<file path="config.mk">
export PLATFORM = sky130hd
export DESIGN_NAME = sle_cell
export DESIGN_NICKNAME = d
export VERILOG_FILES = /design/src/sle_pkg.sv /design/src/sle_cell.sv
export SDC_FILE = /design/constraint.sdc
export NUM_CORES = 1
export LEC_CHECK = 0
export BUFFER_PORTS_ARGS = -buffer_cell sky130_fd_sc_hd__buf_2
export CORE_MARGIN = 2
export CORE_UTILIZATION = 51
export CTS_BUF_LIST = sky130_fd_sc_hd__clkbuf_4
export CTS_CLUSTER_DIAMETER = 100
export DETAILED_ROUTE_END_ITERATION = 16
export GPL_TIMING_DRIVEN = 0
export HOLD_SLACK_MARGIN = 0.06
export PLACE_DENSITY = 0.89
export SYNTH_ARGS = -nofsm -noshare
export SYNTH_HDL_FRONTEND = slang
export SYNTH_SLANG_ARGS = --single-unit
</file>
<file path="constraint.sdc">
create_clock -name clk -period 9.6 [get_ports clk]
set_input_delay 0.48 -clock clk [delete_from_list [all_inputs] [get_ports clk]]
set_output_delay 0.48 -clock clk [all_outputs]
set_load 0.02 [all_outputs]
</file>
<file path="src/sle_pkg.sv">
// ---------------------------------------------------------------------------
// Sorted list engine package
// Shared sizes, request and status codes, and the cell command type.
// ---------------------------------------------------------------------------
package sle_pkg;

    localparam int DEPTH     = 64;
    localparam int DATA_W    = 32;
    localparam int REQ_W     = 2;
    localparam int STATUS_W  = 2;
    localparam int OUT_POS_W = 6;
    localparam int OUT_CNT_W = 7;
    localparam int IDX_W     = (DEPTH > 1) ? $clog2(DEPTH) : 1;
    localparam int CNT_W     = $clog2(DEPTH + 1);

    localparam logic [REQ_W-1:0] REQ_INSERT = 2'd0;
    localparam logic [REQ_W-1:0] REQ_DELETE = 2'd1;
    localparam logic [REQ_W-1:0] REQ_SEARCH = 2'd2;

    localparam logic [STATUS_W-1:0] ST_OK   = 2'd0;
    localparam logic [STATUS_W-1:0] ST_MISS = 2'd1;
    localparam logic [STATUS_W-1:0] ST_FULL = 2'd2;

    typedef struct packed {
        logic                     ins;
        logic                     del;
        logic signed [DATA_W-1:0] value;
    } cell_cmd_t;

    function automatic logic [IDX_W-1:0] encode_onehot(input logic [DEPTH-1:0] onehot);
        logic [IDX_W-1:0] idx;
        idx = '0;
        for (int i = 0; i < DEPTH; i++)
        begin
            if (onehot[i])
            begin
                idx = idx | IDX_W'(i);
            end
        end
        return idx;
    endfunction

    function automatic logic [OUT_POS_W-1:0] fit_pos(input logic [IDX_W-1:0] idx);
        logic [IDX_W+OUT_POS_W-1:0] wide;
        wide = {{OUT_POS_W{1'b0}}, idx};
        return wide[OUT_POS_W-1:0];
    endfunction

    function automatic logic [OUT_CNT_W-1:0] fit_cnt(input logic [CNT_W-1:0] cnt);
        logic [CNT_W+OUT_CNT_W-1:0] wide;
        wide = {{OUT_CNT_W{1'b0}}, cnt};
        return wide[OUT_CNT_W-1:0];
    endfunction

endpackage

</file>
<file path="src/sle_cell.sv">
// ---------------------------------------------------------------------------
// Sorted list cell
// Holds one entry, compares it with the request value and shifts toward
// or away from its neighbors on insert and delete.
// ---------------------------------------------------------------------------
module sle_cell
(
    input  logic                                clk,
    input  sle_pkg::cell_cmd_t                  cmd,
    input  logic                                occupied,
    input  logic                                left_lt,
    input  logic signed [sle_pkg::DATA_W-1:0]   left_val,
    input  logic signed [sle_pkg::DATA_W-1:0]   right_val,
    output logic signed [sle_pkg::DATA_W-1:0]   val,
    output logic                                lt,
    output logic                                eq
);

    logic signed [sle_pkg::DATA_W-1:0] val_reg;
    logic signed [sle_pkg::DATA_W-1:0] val_next;

    assign lt  = occupied && (val_reg < cmd.value);
    assign eq  = occupied && (val_reg == cmd.value);
    assign val = val_reg;

    always_comb
    begin
        val_next = val_reg;
        if (cmd.ins && !lt)
        begin
            val_next = left_lt ? cmd.value : left_val;
        end
        else if (cmd.del && !lt)
        begin
            val_next = right_val;
        end
    end

    always_ff @(posedge clk)
    begin
        val_reg <= val_next;
    end

endmodule

</file>
==> impl_metrics.yaml <==
cells_and_area:
  layout-drive-gt1-share_pct: 57.2
  largest_register_ffs: 32
  finish.net_count: 499
  final_cell_mix: "buf_2 (133), mux2_2 (62), inv_1 (33)"
  synthToLayoutAreaGrowth_pct: 31.5
  layout_commonest_cell: "buf_2"
  final_area_um2: 3400
  num_antenna_cells: 0
drt:
  remaining_drc_errors: 0
  wl_per_cell_um: 14.6
  viasPerCell: 5.05
  vias: 2190
  drtPass1Iterations: 4
  initialDrtViolationCount: 80
  drt-total-wl_um: 6320
  route.antenna.remaining_nets: 0
clocking:
  clock-sinks: 32
  clkTransAtPathRegs_ns: 0.10
  htree_levels: 2
  post_cts_resized: 0
  clock_latency_ns: 0.34
  cts_setup_buffers: 0
  cts_max_path_buffers: 2
  cts_tree: "done"
  cts_made_buffers: 5
  cts_hold_buffers: 0
  cts_root_buf: "clkbuf_4"
die:
  die_w_um: 75.2
  core_region_area_um2: 4820
  num_rows: 25
  initial_core_util_pct: 53.7
  pin_count: 135
  die-area_um2: 5650
  die_y_um: 75.2
sta:
  fin_skew_ns: 0.0107
  setup_viol: 0
  period_minus_slack_ns: 3.22
  holdWs_ns: 0.427
  rsz0062_at_grt: "false"
  worstMarginPinSlew_ns: 0.925
  max_clock_freq_mhz: 310
  hold_violations: 0
  finalMaxSlewViolations: 0
  fin_ws_ns: 6.38
  period_share_pct: 33.6
  tns_ns: 0
  maxSlewHeadroom_pct: 38.2
global_routing:
  grt_first_pass_wirelength_um: 9690
  grt.met1_usage_pct: 26.5
  grt_usage_pct: 23.2
  grt_max_degree: 33
  grtUsageMet2_pct: 42.2
  grt_overflow: 0
  antenna_found_initial: 0
  grt_pass1_vias: 2166
  gr-max-usage-layer: "met2"
  grt_use_met3_pct: 5.35
place:
  routabilityCongestion: 0.788
  hpwl_um: 5220
  port_buffers: 133
  place_area_um2: 3340
  dp_slack_ns: 6.21
run_status:
  status: "complete, no violations"
hold_path:
  hold_path_class: "primary input to flip-flop"
  worst_hold_path.num_cells: 2
  hold_start: "right_val[8]"
job:
  maxCapViolations: 0
setup_path:
  r2r_cells: 7
  worstSetupEndpointType: "primary output"
  crit_required_ns: 9.12
  rr_startpoint: "val[14]"
  crit_type: "flip-flop to primary output"
  critPathMaxFanout: 2
  critical_path.startpoint: "val[19]"
  arrival_ns: 2.74
  worst_setup_path_start_kind: "flip-flop"
logic_synthesis:
  syn-instance-count: 226
  synth_xor_area_share_pct: 0
  yosysWarnings: 0
  synth.area.mux_share_pct: 27.9
  syn_area_um2: 2580
  synth_top_family_by_area: "multiplexers"
  seq_area_frac_synth_pct: 37.2
  synthAdderAreaFrac_pct: 15.5
  synthSimpleGateAreaFrac_pct: 5.76
  synthesis.nets: 359
  avgSynthCellArea_um2: 11.4
  synth_seq_cells: 32
  synth_compound_area_share_pct: 7.02
  synth.distinct_cells: 25
power:
  total_power_w: 0.000519
  p_sw_w: 0.000189
  switching_share_pct: 36.5
  pwr-share-seq_pct: 40.6
  ir_drop_v: 0.0000854
  comb_power_share_pct: 44.0
  p_clk_share_pct: 15.4
  p_int_w: 0.000329
  p_per_area_nw_per_um2: 153
  p_leak_nw: 1.68
cell type report:
class	instances	area, µm²
multi-input combinational	154	1460
fill	393	1420
sequential	32	961
timing repair buffer	133	666
inverter	33	124
tap	67	83.8
clock buffer	7	52.6
buffer	7	48.8
clock inverter	1	3.75
per-stage QoR:
step | cells | util (%)
after CTS | 434 | 70.5
after floorplan | 226 | -
after global placement | 426 | 69.2
after detailed placement | 426 | 69.4
final | 434 | 70.5
after global routing | 434 | 70.5
worst max-delay path: stages (launching register included):
cell and delay, ns:
edfxtp_1 0.40, ha_1 0.30, a21oi_1 0.15, o21ai_0 0.15, a221o_1 0.39, or3_4 0.39
o21ai_0 0.38, buf_2 0.25
synth_stat cells (all sizes together):
cell type	n	area share, %
a221o	1	0.39
edfxtp	32	37
nor2	6	0.87
clkbuf	4	0.58
nor2b	1	0.24
buf	3	1.3
a21oi	15	2.9
nand3b	1	0.29
o21ai	6	1.2
nand2	11	1.6
ha	32	15
nand3	2	0.39
o211ai	2	1.1
a21bo	1	0.39
a22oi	1	0.29
inv	33	4.8
a31oi	1	0.48
mux2	64	28
or3	1	0.44
nand4	5	1.2
nor4	2	0.48
and3	1	0.24
a21o	1	0.29
power groups by stage:
| stage | Combinational (W) | Sequential [W] | Clock [W] |
|---|---|---|---|
| CTS | 0.000230 | 0.000211 | 0.0000829 |
| global route | 0.000253 | 0.000215 | 0.0000884 |
| finish | 0.000228 | 0.000211 | 0.0000799 |
| detailed placement | 0.000228 | 0.000214 | 0 |
| floorplan | 0.000113 | 0.000250 | 0 |
| global placement | 0.000221 | 0.000213 | 0 |
final timing paths:
kind                                end  slack (ns)
worst max register to register  val[23]        6.43
worst min-delay path             val[8]        0.43
worst max-delay path                 lt        6.38
worst min register to register   val[0]        1.22
cells by family after synthesis:
family | count (synthesis)
multiplexers | 64
flip-flops | 32
AO/OA/AOI/OAI | 28
buffers and inverters | 40
AND/OR/NAND/NOR | 30
adder cells (fa/ha/maj) | 32
metal layers:
metal / wire, µm / share of wire [%] / vias to the layer above
met5: 0 / 0 / -
met4: 151 / 2.4 / 0
met3: 361 / 5.7 / 16
met2: 3340 / 53 / 78
met1: 2470 / 39 / 992
li1: - / - / 1104
Power figures use the tool's default switching activity.
