$ cat src/sle_pkg.sv
// ---------------------------------------------------------------------------
// Sorted list engine package
// Shared sizes, request and status codes, and the cell command type.
// ---------------------------------------------------------------------------
package sle_pkg;

    localparam int DEPTH     = 64;
    localparam int DATA_W    = 32;
    localparam int REQ_W     = 2;
    localparam int STATUS_W  = 2;
    localparam int OUT_POS_W = 6;
    localparam int OUT_CNT_W = 7;
    localparam int IDX_W     = (DEPTH > 1) ? $clog2(DEPTH) : 1;
    localparam int CNT_W     = $clog2(DEPTH + 1);

    localparam logic [REQ_W-1:0] REQ_INSERT = 2'd0;
    localparam logic [REQ_W-1:0] REQ_DELETE = 2'd1;
    localparam logic [REQ_W-1:0] REQ_SEARCH = 2'd2;

    localparam logic [STATUS_W-1:0] ST_OK   = 2'd0;
    localparam logic [STATUS_W-1:0] ST_MISS = 2'd1;
    localparam logic [STATUS_W-1:0] ST_FULL = 2'd2;

    typedef struct packed {
        logic                     ins;
        logic                     del;
        logic signed [DATA_W-1:0] value;
    } cell_cmd_t;

    function automatic logic [IDX_W-1:0] encode_onehot(input logic [DEPTH-1:0] onehot);
        logic [IDX_W-1:0] idx;
        idx = '0;
        for (int i = 0; i < DEPTH; i++)
        begin
            if (onehot[i])
            begin
                idx = idx | IDX_W'(i);
            end
        end
        return idx;
    endfunction

    function automatic logic [OUT_POS_W-1:0] fit_pos(input logic [IDX_W-1:0] idx);
        logic [IDX_W+OUT_POS_W-1:0] wide;
        wide = {{OUT_POS_W{1'b0}}, idx};
        return wide[OUT_POS_W-1:0];
    endfunction

    function automatic logic [OUT_CNT_W-1:0] fit_cnt(input logic [CNT_W-1:0] cnt);
        logic [CNT_W+OUT_CNT_W-1:0] wide;
        wide = {{OUT_CNT_W{1'b0}}, cnt};
        return wide[OUT_CNT_W-1:0];
    endfunction

endpackage

$ cat src/sle_out_stage.sv
// ---------------------------------------------------------------------------
// Sorted list result stage
// Encodes the position of the registered match flags and holds the result
// until the receiver takes it.
// ---------------------------------------------------------------------------
module sle_out_stage
(
    input  logic                              clk,
    input  logic                              rst_n,
    input  logic                              s1_valid,
    input  logic [sle_pkg::STATUS_W-1:0]      s1_status,
    input  logic [sle_pkg::DEPTH-1:0]         s1_onehot,
    input  logic [sle_pkg::CNT_W-1:0]         s1_count,
    output logic                              s1_advance,
    output logic                              out_valid,
    input  logic                              out_ready,
    output logic [sle_pkg::STATUS_W-1:0]      status,
    output logic [sle_pkg::OUT_POS_W-1:0]     position,
    output logic [sle_pkg::OUT_CNT_W-1:0]     entry_count
);

    logic                           valid_reg;
    logic                           valid_next;
    logic [sle_pkg::STATUS_W-1:0]   status_reg;
    logic [sle_pkg::OUT_POS_W-1:0]  position_reg;
    logic [sle_pkg::OUT_CNT_W-1:0]  count_reg;

    assign s1_advance = s1_valid && (!valid_reg || out_ready);
    assign valid_next = s1_advance || (valid_reg && !out_ready);

    always_ff @(posedge clk or negedge rst_n)
    begin
        if (!rst_n)
        begin
            valid_reg <= 1'b0;
        end
        else
        begin
            valid_reg <= valid_next;
        end
    end

    always_ff @(posedge clk)
    begin
        if (s1_advance)
        begin
            status_reg   <= s1_status;
            position_reg <= sle_pkg::fit_pos(sle_pkg::encode_onehot(s1_onehot));
            count_reg    <= sle_pkg::fit_cnt(s1_count);
        end
    end

    assign out_valid   = valid_reg;
    assign status      = status_reg;
    assign position    = position_reg;
    assign entry_count = count_reg;

endmodule

$ cat config.mk
export PLATFORM = sky130hd
export DESIGN_NAME = sle_out_stage
export DESIGN_NICKNAME = d
export VERILOG_FILES = /design/src/sle_pkg.sv /design/src/sle_out_stage.sv
export SDC_FILE = /design/constraint.sdc
export NUM_CORES = 1
export LEC_CHECK = 0
export BUFFER_PORTS_ARGS = -buffer_cell sky130_fd_sc_hd__buf_2
export CAP_MARGIN = 20
export CORE_MARGIN = 5
export CORE_UTILIZATION = 33
export CTS_BUF_LIST = sky130_fd_sc_hd__clkbuf_8 sky130_fd_sc_hd__clkbuf_16
export CTS_CLUSTER_DIAMETER = 200
export CTS_CLUSTER_SIZE = 10
export DETAILED_ROUTE_END_ITERATION = 6
export GPL_TIMING_DRIVEN = 0
export PLACE_DENSITY = 0.86
export SLEW_MARGIN = 40
export SYNTH_ARGS = -nofsm -noshare
export SYNTH_HDL_FRONTEND = slang
export SYNTH_SLANG_ARGS = --single-unit
$ cat constraint.sdc
create_clock -name clk -period 1.4 [get_ports clk]
set_input_delay 0.28 -clock clk [delete_from_list [all_inputs] [get_ports clk]]
set_output_delay 0.28 -clock clk [all_outputs]
set_load 0.02 [all_outputs]
==> flow_summary.toml, run 1 <==
[power]
total_leakage_power_nw = 0.633
vdd_drop_max_mv = 0.581
power-per-cell-area_nw_per_um2 = 814

[setup_path]
timing.critical_path.cells = "buf_2 -> or4_1 -> nor3_1 -> nand4_1"
critical_path_arrival_ns = 1.30
critPathBufInv = 1
timing.critical_path.to_type = "flop"
critical_path.slowest_cell = "sky130_fd_sc_hd__or4_1"
timing.critical_path.required_ns = 1.36
critical-path-max-stage-delay_ns = 0.51
timing.setup.critical_path_class = "input port to flop"
critPathMaxFanout = 2
worst_setup_path_start_kind = "input port"
family_with_the_most_delay_on_the_worst_path = "simple AND/OR/NAND/NOR gates"

[floorplan]
core_region_area_sq_um = 2430
starting_utilization_of_the_core_area = 0.341
chipHeight_um = 60.1
die-width_um = 60.1
io-pin-count = 94
fp.dieArea_sq_um = 3620
placement_rows = 18

[synth]
syn_nets = 147
synth.avg_cell_area_sq_um = 11.9
syn-instance-count = 70
ys_types = 16
mapped_cell_area_sq_um = 830
share_of_synthesized_area_occupied_by_flip_flops_and_latches = 0.573
postSynthRegisterBits = 16
synthesis.yosys.warnings = 0

[grt]
grt_usage = 0.171
grt_pass1_wl_mm = 4.63
number_of_antenna_violations_at_the_first_check_in_global_routing = 0
maximum_number_of_pins_on_one_net_before_global_route_repair = 16
overflow = 0
first_global_vias = 1108

[clocking]
tritoncts = "yes"
path_clk_slew_ns = 0.06
clock_path_buffers = 2
clock_insertion_delay_worst_skew_ns = 0.24
tritoncts_num_sinks = 16
cts-root-buf = "sky130_fd_sc_hd__clkbuf_8"
cts_htree_levels = 1
cts_made_buffers = 3

[sta]
layout_min_cycle_time_ns = 1.34
finalClockSkew_ns = 0.000411
fmax_mhz = 747
setup_violations = 0
max_slew_margin = 0.665
drv_slew = 0
post-route-period-util = 0.957
final_hold_vio_count = 0
worst_pin_slew_ns = 0.498
rsz_0062_raised_after_global_routing = "no"
finalWorstSetupSlack_ns = 0.0608

[routing]
drt_iter0_drc = 10
drt-total-wl_mm = 3.22
drt_pre_antenna_iters = 4
detail_route.wl_per_cell_um = 16.2
via_per_inst = 5.34
detail_route.drc_violations = 0
num_vias = 1057
drt.antenna.violating_nets = 0

[run_status]
status = "complete, no violations"

[finish]
largest_register_ff_count = 7
layout.cells.most_common = "sky130_fd_sc_hd__buf_2"
layout.cells.most_common_list = "sky130_fd_sc_hd__buf_2, sky130_fd_sc_hd__edfxtp_1, sky130_fd_sc_hd__nor4_1, sky130_fd_sc_hd__nor2_1, sky130_fd_sc_hd__nor3_1"
num_antenna_cells = 0
drive_gt1_frac = 0.619
flow.area_growth_from_synthesis_pct = 70.6
finalNetCount = 246
final_cell_area_sq_um = 1420

[worst_hold_path]
min_path_type = "input port to flop"

[place]
placedInstanceArea_sq_um = 1330
globalplace.congestion = 0.788
place.port_buffers = 92
place_ws_ns = -0.231
dp_hpwl_mm = 2.94

[run]
cap_viol_max_count = 0
## worst paths after layout
kind	startpoint	to	slack [ns]	cells past startpoint
hold reg to reg	out_valid	out_valid	0.53	2
max in group asynchronous	rst_n	out_valid	0.94	2
hold / removal	s1_count[3]	entry_count[3]	0.21	1
setup / recovery	s1_onehot[49]	position[5]	0.06	4
min in group asynchronous	rst_n	out_valid	0.37	2
setup reg to reg	out_valid	status[0]	0.27	3
## where the power goes
part           internal, W  switching, W
clock network     0.000248      0.000131
logic             0.000109      0.000113
registers         0.000546    0.00000462
## synthesized netlist by cell type, drive strengths merged
master  number  area [sq um]
dfrtp        1          25.0
and3b        1          8.76
nand2b       2          12.5
nor2         7          26.3
and2         1          6.26
nor4        13          87.6
or4          8          67.6
nor3         7          35.0
nor4b        1          15.0
and4b        2          20.0
nor2b        1          6.26
edfxtp      15           450
nand4        6          37.5
and3         5          31.3
## stage by stage
stage               setup TNS (ns)   util  total power, W  hold WS [ns]  instances
floorplan                 -0.00378      -        0.000621       -0.0156         70
global route                     0  0.582         0.00121         0.199        198
finish                           0  0.582         0.00115         0.215        198
global placement             -1.04  0.546        0.000770        0.0546        192
detailed placement           -1.13  0.546        0.000774        0.0584        192
CTS                              0  0.577         0.00116         0.207        198
## kinds of logic after synthesis
logic type | Yosys count | share of synthesized area
flops | 16 | 0.573
simple gates | 54 | 0.427
## layout make-up
type | instances | area, sq um
fillers | 225 | 1020
repair buffers | 94 | 478
flip-flops and latches | 16 | 475
multi-input cells | 54 | 369
clock buffers | 4 | 55.1
well taps | 30 | 37.5
## layer usage
| layer | up-vias | share of wire | global-route usage | routed length, um |
|---|---|---|---|---|
| met5 | - | 0 | 0 | 0 |
| met4 | 0 | 0.014 | 0.0570 | 45 |
| met3 | 4 | 0.16 | 0.0497 | 516 |
| met2 | 92 | 0.48 | 0.306 | 1550 |
| met1 | 466 | 0.34 | 0.193 | 1100 |
| li1 | 495 | - | - | - |
## worst register-to-register path, stage by stage, from the launching register on
cell	delay [ns]
sky130_fd_sc_hd__dfrtp_1	0.37
sky130_fd_sc_hd__nand2b_1	0.10
sky130_fd_sc_hd__and2_4	0.15
sky130_fd_sc_hd__buf_4	0.21
## timing repair
item | in CTS | in global routing
gates resized for setup | 1 | 2
hold buffers | 1 | 0
pin swaps | 1 | 0
endpoints found under the setup margin | 1 | 2
endpoints found under the hold margin | 1 | 0
setup buffers | 1 | 0
Power figures use the tool's default switching activity.
==> run 2: changes to the inputs <==
- CORE_ASPECT_RATIO: default -> 1.4
==> flow_summary.toml, run 2 (synthesis gave the netlist of run 1 again) <==
[sta]
post-route-period-util = 0.946
finalClockSkew_ns = 0.00176
max_slew_margin = 0.788
setup_violations = 0
fmax_mhz = 755
worst_pin_slew_ns = 0.316
rsz_0062_raised_after_global_routing = "no"
final_hold_vio_count = 0
layout_min_cycle_time_ns = 1.33
drv_slew = 0
fin_setup_tns_ns = 0

[clocking]
cts_made_buffers = 3
clock_path_buffers = 2
clock_insertion_delay_worst_skew_ns = 0.24
cts-root-buf = "sky130_fd_sc_hd__clkbuf_8"
tritoncts_num_sinks = 16
cts_htree_levels = 1
tritoncts = "yes"
path_clk_slew_ns = 0.06

[routing]
dr_wl_met3_um = 432
detail_route.wl_per_cell_um = 15.8
drt_iter0_drc = 15
top_layer = "met4"
num_vias = 1026
route.layer.met1.wl_mm = 1.20
met2RoutedLength_mm = 1.49
via_per_inst = 5.08
drt-total-wl_mm = 3.19
drt_pre_antenna_iters = 4
detail_route.drc_violations = 0
drt.antenna.violating_nets = 0

[floorplan]
io-pin-count = 94
die-width_um = 52.4
core_region_area_sq_um = 2390
starting_utilization_of_the_core_area = 0.347
fp.dieArea_sq_um = 3630
placement_rows = 21
chipHeight_um = 69.3

[setup_path]
worst_setup_path_start_kind = "input port"
critPathMaxFanout = 2
timing.setup.critical_path_class = "input port to flop"
critical-path-max-stage-delay_ns = 0.57
ff2ff_setup_slack_ns = 0.28
timing.critical_path.to_type = "flop"
timing.critical_path.required_ns = 1.37
timing.critical_path.cells = "buf_2 -> or4_1 -> nor4_2 -> nand4_1"
critical_path_arrival_ns = 1.30
critical_path.slowest_cell = "sky130_fd_sc_hd__or4_1"

[finish]
flow.area_growth_from_synthesis_pct = 69.2
number_of_filler_cells_placed_in_the_layout = 223
drive_gt1_frac = 0.607
finalNetCount = 246
layout.cells.most_common_list = "sky130_fd_sc_hd__buf_2, sky130_fd_sc_hd__edfxtp_1, sky130_fd_sc_hd__nor4_1, sky130_fd_sc_hd__nor2_1, sky130_fd_sc_hd__nor3_1"
layout.cells.most_common = "sky130_fd_sc_hd__buf_2"
largest_register_ff_count = 7
num_antenna_cells = 0

[power]
power-per-cell-area_nw_per_um2 = 784
final_total_pwr_w = 0.00110
vdd_drop_max_mv = 0.374
total_leakage_power_nw = 0.628

[grt]
grt_pass1_wl_mm = 4.84
maximum_number_of_pins_on_one_net_before_global_route_repair = 16
number_of_antenna_violations_at_the_first_check_in_global_routing = 0
overflow = 0
grt_usage = 0.177
first_global_vias = 1118

[place]
dp_hpwl_mm = 2.88
globalplace.congestion = 0.864
place.port_buffers = 92

[worst_hold_path]
min_path_type = "input port to flop"

[run]
cap_viol_max_count = 0

[run_status]
status = "complete, no violations"
[run 2: critical path: cells and delay by family]
| family | cells | cell delay, ns |
|---|---|---|
| buffers and inverters | 1 | 0.09 |
| AND/OR/NAND/NOR | 3 | 0.93 |
[run 2: area by class of cell]
| class | instances | area, sq um | share of cell area |
|---|---|---|---|
| Timing Repair Buffer | 94 | 478 | 0.340 |
| Clock buffer | 3 | 41.3 | 0.0294 |
| Clock inverter | 1 | 3.75 | 0.00267 |
| Tap cell | 34 | 42.5 | 0.0303 |
| Multi-Input combinational cell | 54 | 363 | 0.258 |
| Sequential cell | 16 | 475 | 0.339 |
[run 2: where the power goes]
group	internal (W)	switching, W
registers	0.000546	0.00000432
logic	0.000109	0.000109
clock network	0.000194	0.000139
[run 2: repair_timing]
| action | in CTS | in global routing |
|---|---|---|
| setup endpoints to repair | 1 | 1 |
| gates resized for setup | 1 | 1 |
| setup buffers | 1 | 0 |
| hold buffers | 1 | 0 |
| pin swaps | 1 | 0 |
| hold endpoints to repair | 1 | 0 |
[run 2: per-stage QoR]
step | hold slack [ns] | worst slack (ns) | utilization | area [sq um] | std cells
after CTS | 0.200 | 0.0645 | 0.585 | 1400 | 202
after global routing | 0.196 | 0.0179 | 0.587 | 1400 | 202
final | 0.210 | 0.0749 | 0.587 | 1400 | 202
after floorplan | -0.0156 | -0.00378 | - | 831 | 70
after global placement | 0.0541 | -0.179 | 0.558 | 1330 | 196
after detailed placement | 0.0587 | -0.205 | 0.558 | 1330 | 196
[run 2: final timing paths]
check | startpoint | endpoint | depth (start not counted)
min | s1_count[6] | entry_count[6] | 1
max in group asynchronous | rst_n | out_valid | 2
max | s1_onehot[9] | position[3] | 4
max reg2reg | out_valid | position[4] | 3
min reg2reg | out_valid | out_valid | 2
min in group asynchronous | rst_n | out_valid | 2
[run 2: layer usage]
metal | track usage | vias up
met5 | 0 | -
met4 | 0.108 | 0
met3 | 0.0366 | 6
met2 | 0.287 | 84
met1 | 0.206 | 440
li1 | - | 496
==> run 3: changes to the inputs <==
- CORE_UTILIZATION: 33 -> 30
- PLACE_DENSITY: 0.86 -> 0.83
- clock period: 1.4 -> 1.2 ns (I/O delays scaled with it)
==> flow_summary.toml, run 3 (synthesis gave the netlist of run 1 again) <==
[run]
cap_viol_max_count = 0

[setup_path]
critical_path.slowest_cell = "sky130_fd_sc_hd__or4_4"
ff2ff_setup_slack_ns = 0.04
worst_setup_path_start_kind = "input port"
timing.critical_path.required_ns = 1.17
timing.critical_path.to_type = "flop"
timing.setup.critical_path_class = "input port to flop"
critPathMaxFanout = 2
critical_path_arrival_ns = 1.24
critPathBufInv = 1
family_with_the_most_delay_on_the_worst_path = "simple AND/OR/NAND/NOR gates"
timing.critical_path.cells = "buf_6 -> or4_4 -> nor4b_4 -> nand4_1"
critical-path-max-stage-delay_ns = 0.55

[finish]
multi_input_area_sq_um = 439
finalNetCount = 247
drive_gt1_frac = 0.657
flow.area_growth_from_synthesis_pct = 87.5
finish.utilization = 0.589
num_antenna_cells = 0
final-seq-area_sq_um = 475
layout.cells.most_common = "sky130_fd_sc_hd__buf_2"
largest_register_ff_count = 7
number_of_filler_cells_placed_in_the_layout = 247
layout.cells.most_common_list = "sky130_fd_sc_hd__buf_2, sky130_fd_sc_hd__edfxtp_1, sky130_fd_sc_hd__nor4_1, sky130_fd_sc_hd__buf_6"
final_cell_area_sq_um = 1560

[sta]
rsz_0062_raised_after_global_routing = "yes"
finalWorstSetupSlack_ns = -0.0695
worst_pin_slew_ns = 0.379
post-route-period-util = 1.06
max_slew_margin = 0.745
drv_slew = 0
whs_ns = 0.174
setup_violations = 6
fmax_mhz = 788
finalClockSkew_ns = 0.000505
layout_min_cycle_time_ns = 1.27
final_hold_vio_count = 0

[clocking]
cts_htree_levels = 1
tritoncts = "yes"
cts_made_buffers = 3
clock_insertion_delay_worst_skew_ns = 0.24
tritoncts_num_sinks = 16
clock_path_buffers = 2
cts-root-buf = "sky130_fd_sc_hd__clkbuf_8"
path_clk_slew_ns = 0.05

[routing]
via_per_inst = 5.15
drt-total-wl_mm = 3.25
detail_route.wl_per_cell_um = 15.9
drt_pre_antenna_iters = 4
drt.antenna.violating_nets = 0
drt_iter0_drc = 18
num_vias = 1055
detail_route.drc_violations = 0

[grt]
grt_usage = 0.172
overflow = 0
grt_pass1_wl_mm = 4.86
maximum_number_of_pins_on_one_net_before_global_route_repair = 16
number_of_antenna_violations_at_the_first_check_in_global_routing = 0
first_global_vias = 1107

[worst_hold_path]
min_path_type = "input port to flop"

[power]
power-per-cell-area_nw_per_um2 = 849
total_leakage_power_nw = 0.682
vdd_drop_max_mv = 0.659

[floorplan]
starting_utilization_of_the_core_area = 0.314
die-width_um = 54.4
fp.dieArea_sq_um = 3930
io-pin-count = 94
core_region_area_sq_um = 2640
chipHeight_um = 72.2
placement_rows = 22

[place]
place.port_buffers = 92
dp_hpwl_mm = 2.83
globalplace.congestion = 0.883
placedInstanceArea_sq_um = 1350

[run_status]
failed_checks = "negative setup slack"
status = "finished with violations"
## run 3: worst paths after layout
| kind | from | to | depth (start not counted) |
|---|---|---|---|
| min in group asynchronous | rst_n | out_valid | 2 |
| min reg2reg | out_valid | out_valid | 2 |
| min | s1_count[3] | entry_count[3] | 1 |
| max in group asynchronous | rst_n | out_valid | 2 |
| max | s1_onehot[36] | position[2] | 4 |
| max reg2reg | out_valid | entry_count[2] | 3 |
## run 3: what timing repair did
| action | 4_1_cts | 5_1_grt |
|---|---|---|
| setup buffers | 1 | 1 |
| endpoints found under the hold margin | 1 | 0 |
| pin swaps | 6 | 6 |
| gates resized for setup | 16 | 7 |
| hold buffers | 1 | 0 |
| setup endpoints to repair | 6 | 7 |
## run 3: layer usage
metal | share of wire | up-vias | GRT usage
li1 | - | 501 | -
met1 | 0.37 | 468 | 0.202
met2 | 0.48 | 80 | 0.293
met3 | 0.13 | 6 | 0.0267
met4 | 0.024 | 0 | 0.0831
met5 | 0 | - | 0
## run 3: per-stage QoR
stage | power (W) | cells | TNS, ns | setup WS (ns)
after floorplan | 0.000728 | 70 | -0.682 | -0.146
after global placement | 0.000899 | 198 | -1.87 | -0.343
after detailed placement | 0.000904 | 198 | -1.94 | -0.368
after CTS | 0.00131 | 204 | -0.221 | -0.0705
after global routing | 0.00139 | 205 | -0.439 | -0.106
final | 0.00132 | 205 | -0.223 | -0.0695
## run 3: cell type report
type | count | area share
timing repair buffer | 95 | 0.354
sequential | 16 | 0.306
multi-input combinational | 54 | 0.282
tap | 36 | 0.0290
clock buffer | 3 | 0.0265
clock inverter | 1 | 0.00241
## run 3: worst reg2reg max path: stages (launching register included)
cell	delay, ns
sky130_fd_sc_hd__dfrtp_1	0.39
sky130_fd_sc_hd__nand2b_1	0.10
sky130_fd_sc_hd__and2_4	0.15
sky130_fd_sc_hd__buf_4	0.21
## run 3: power breakdown
group          leakage [nW]  internal, W  switching, W  total (W)
registers             0.140     0.000637    0.00000551   0.000642
clock network        0.0231     0.000226      0.000152   0.000378
logic                 0.519     0.000157      0.000144   0.000301
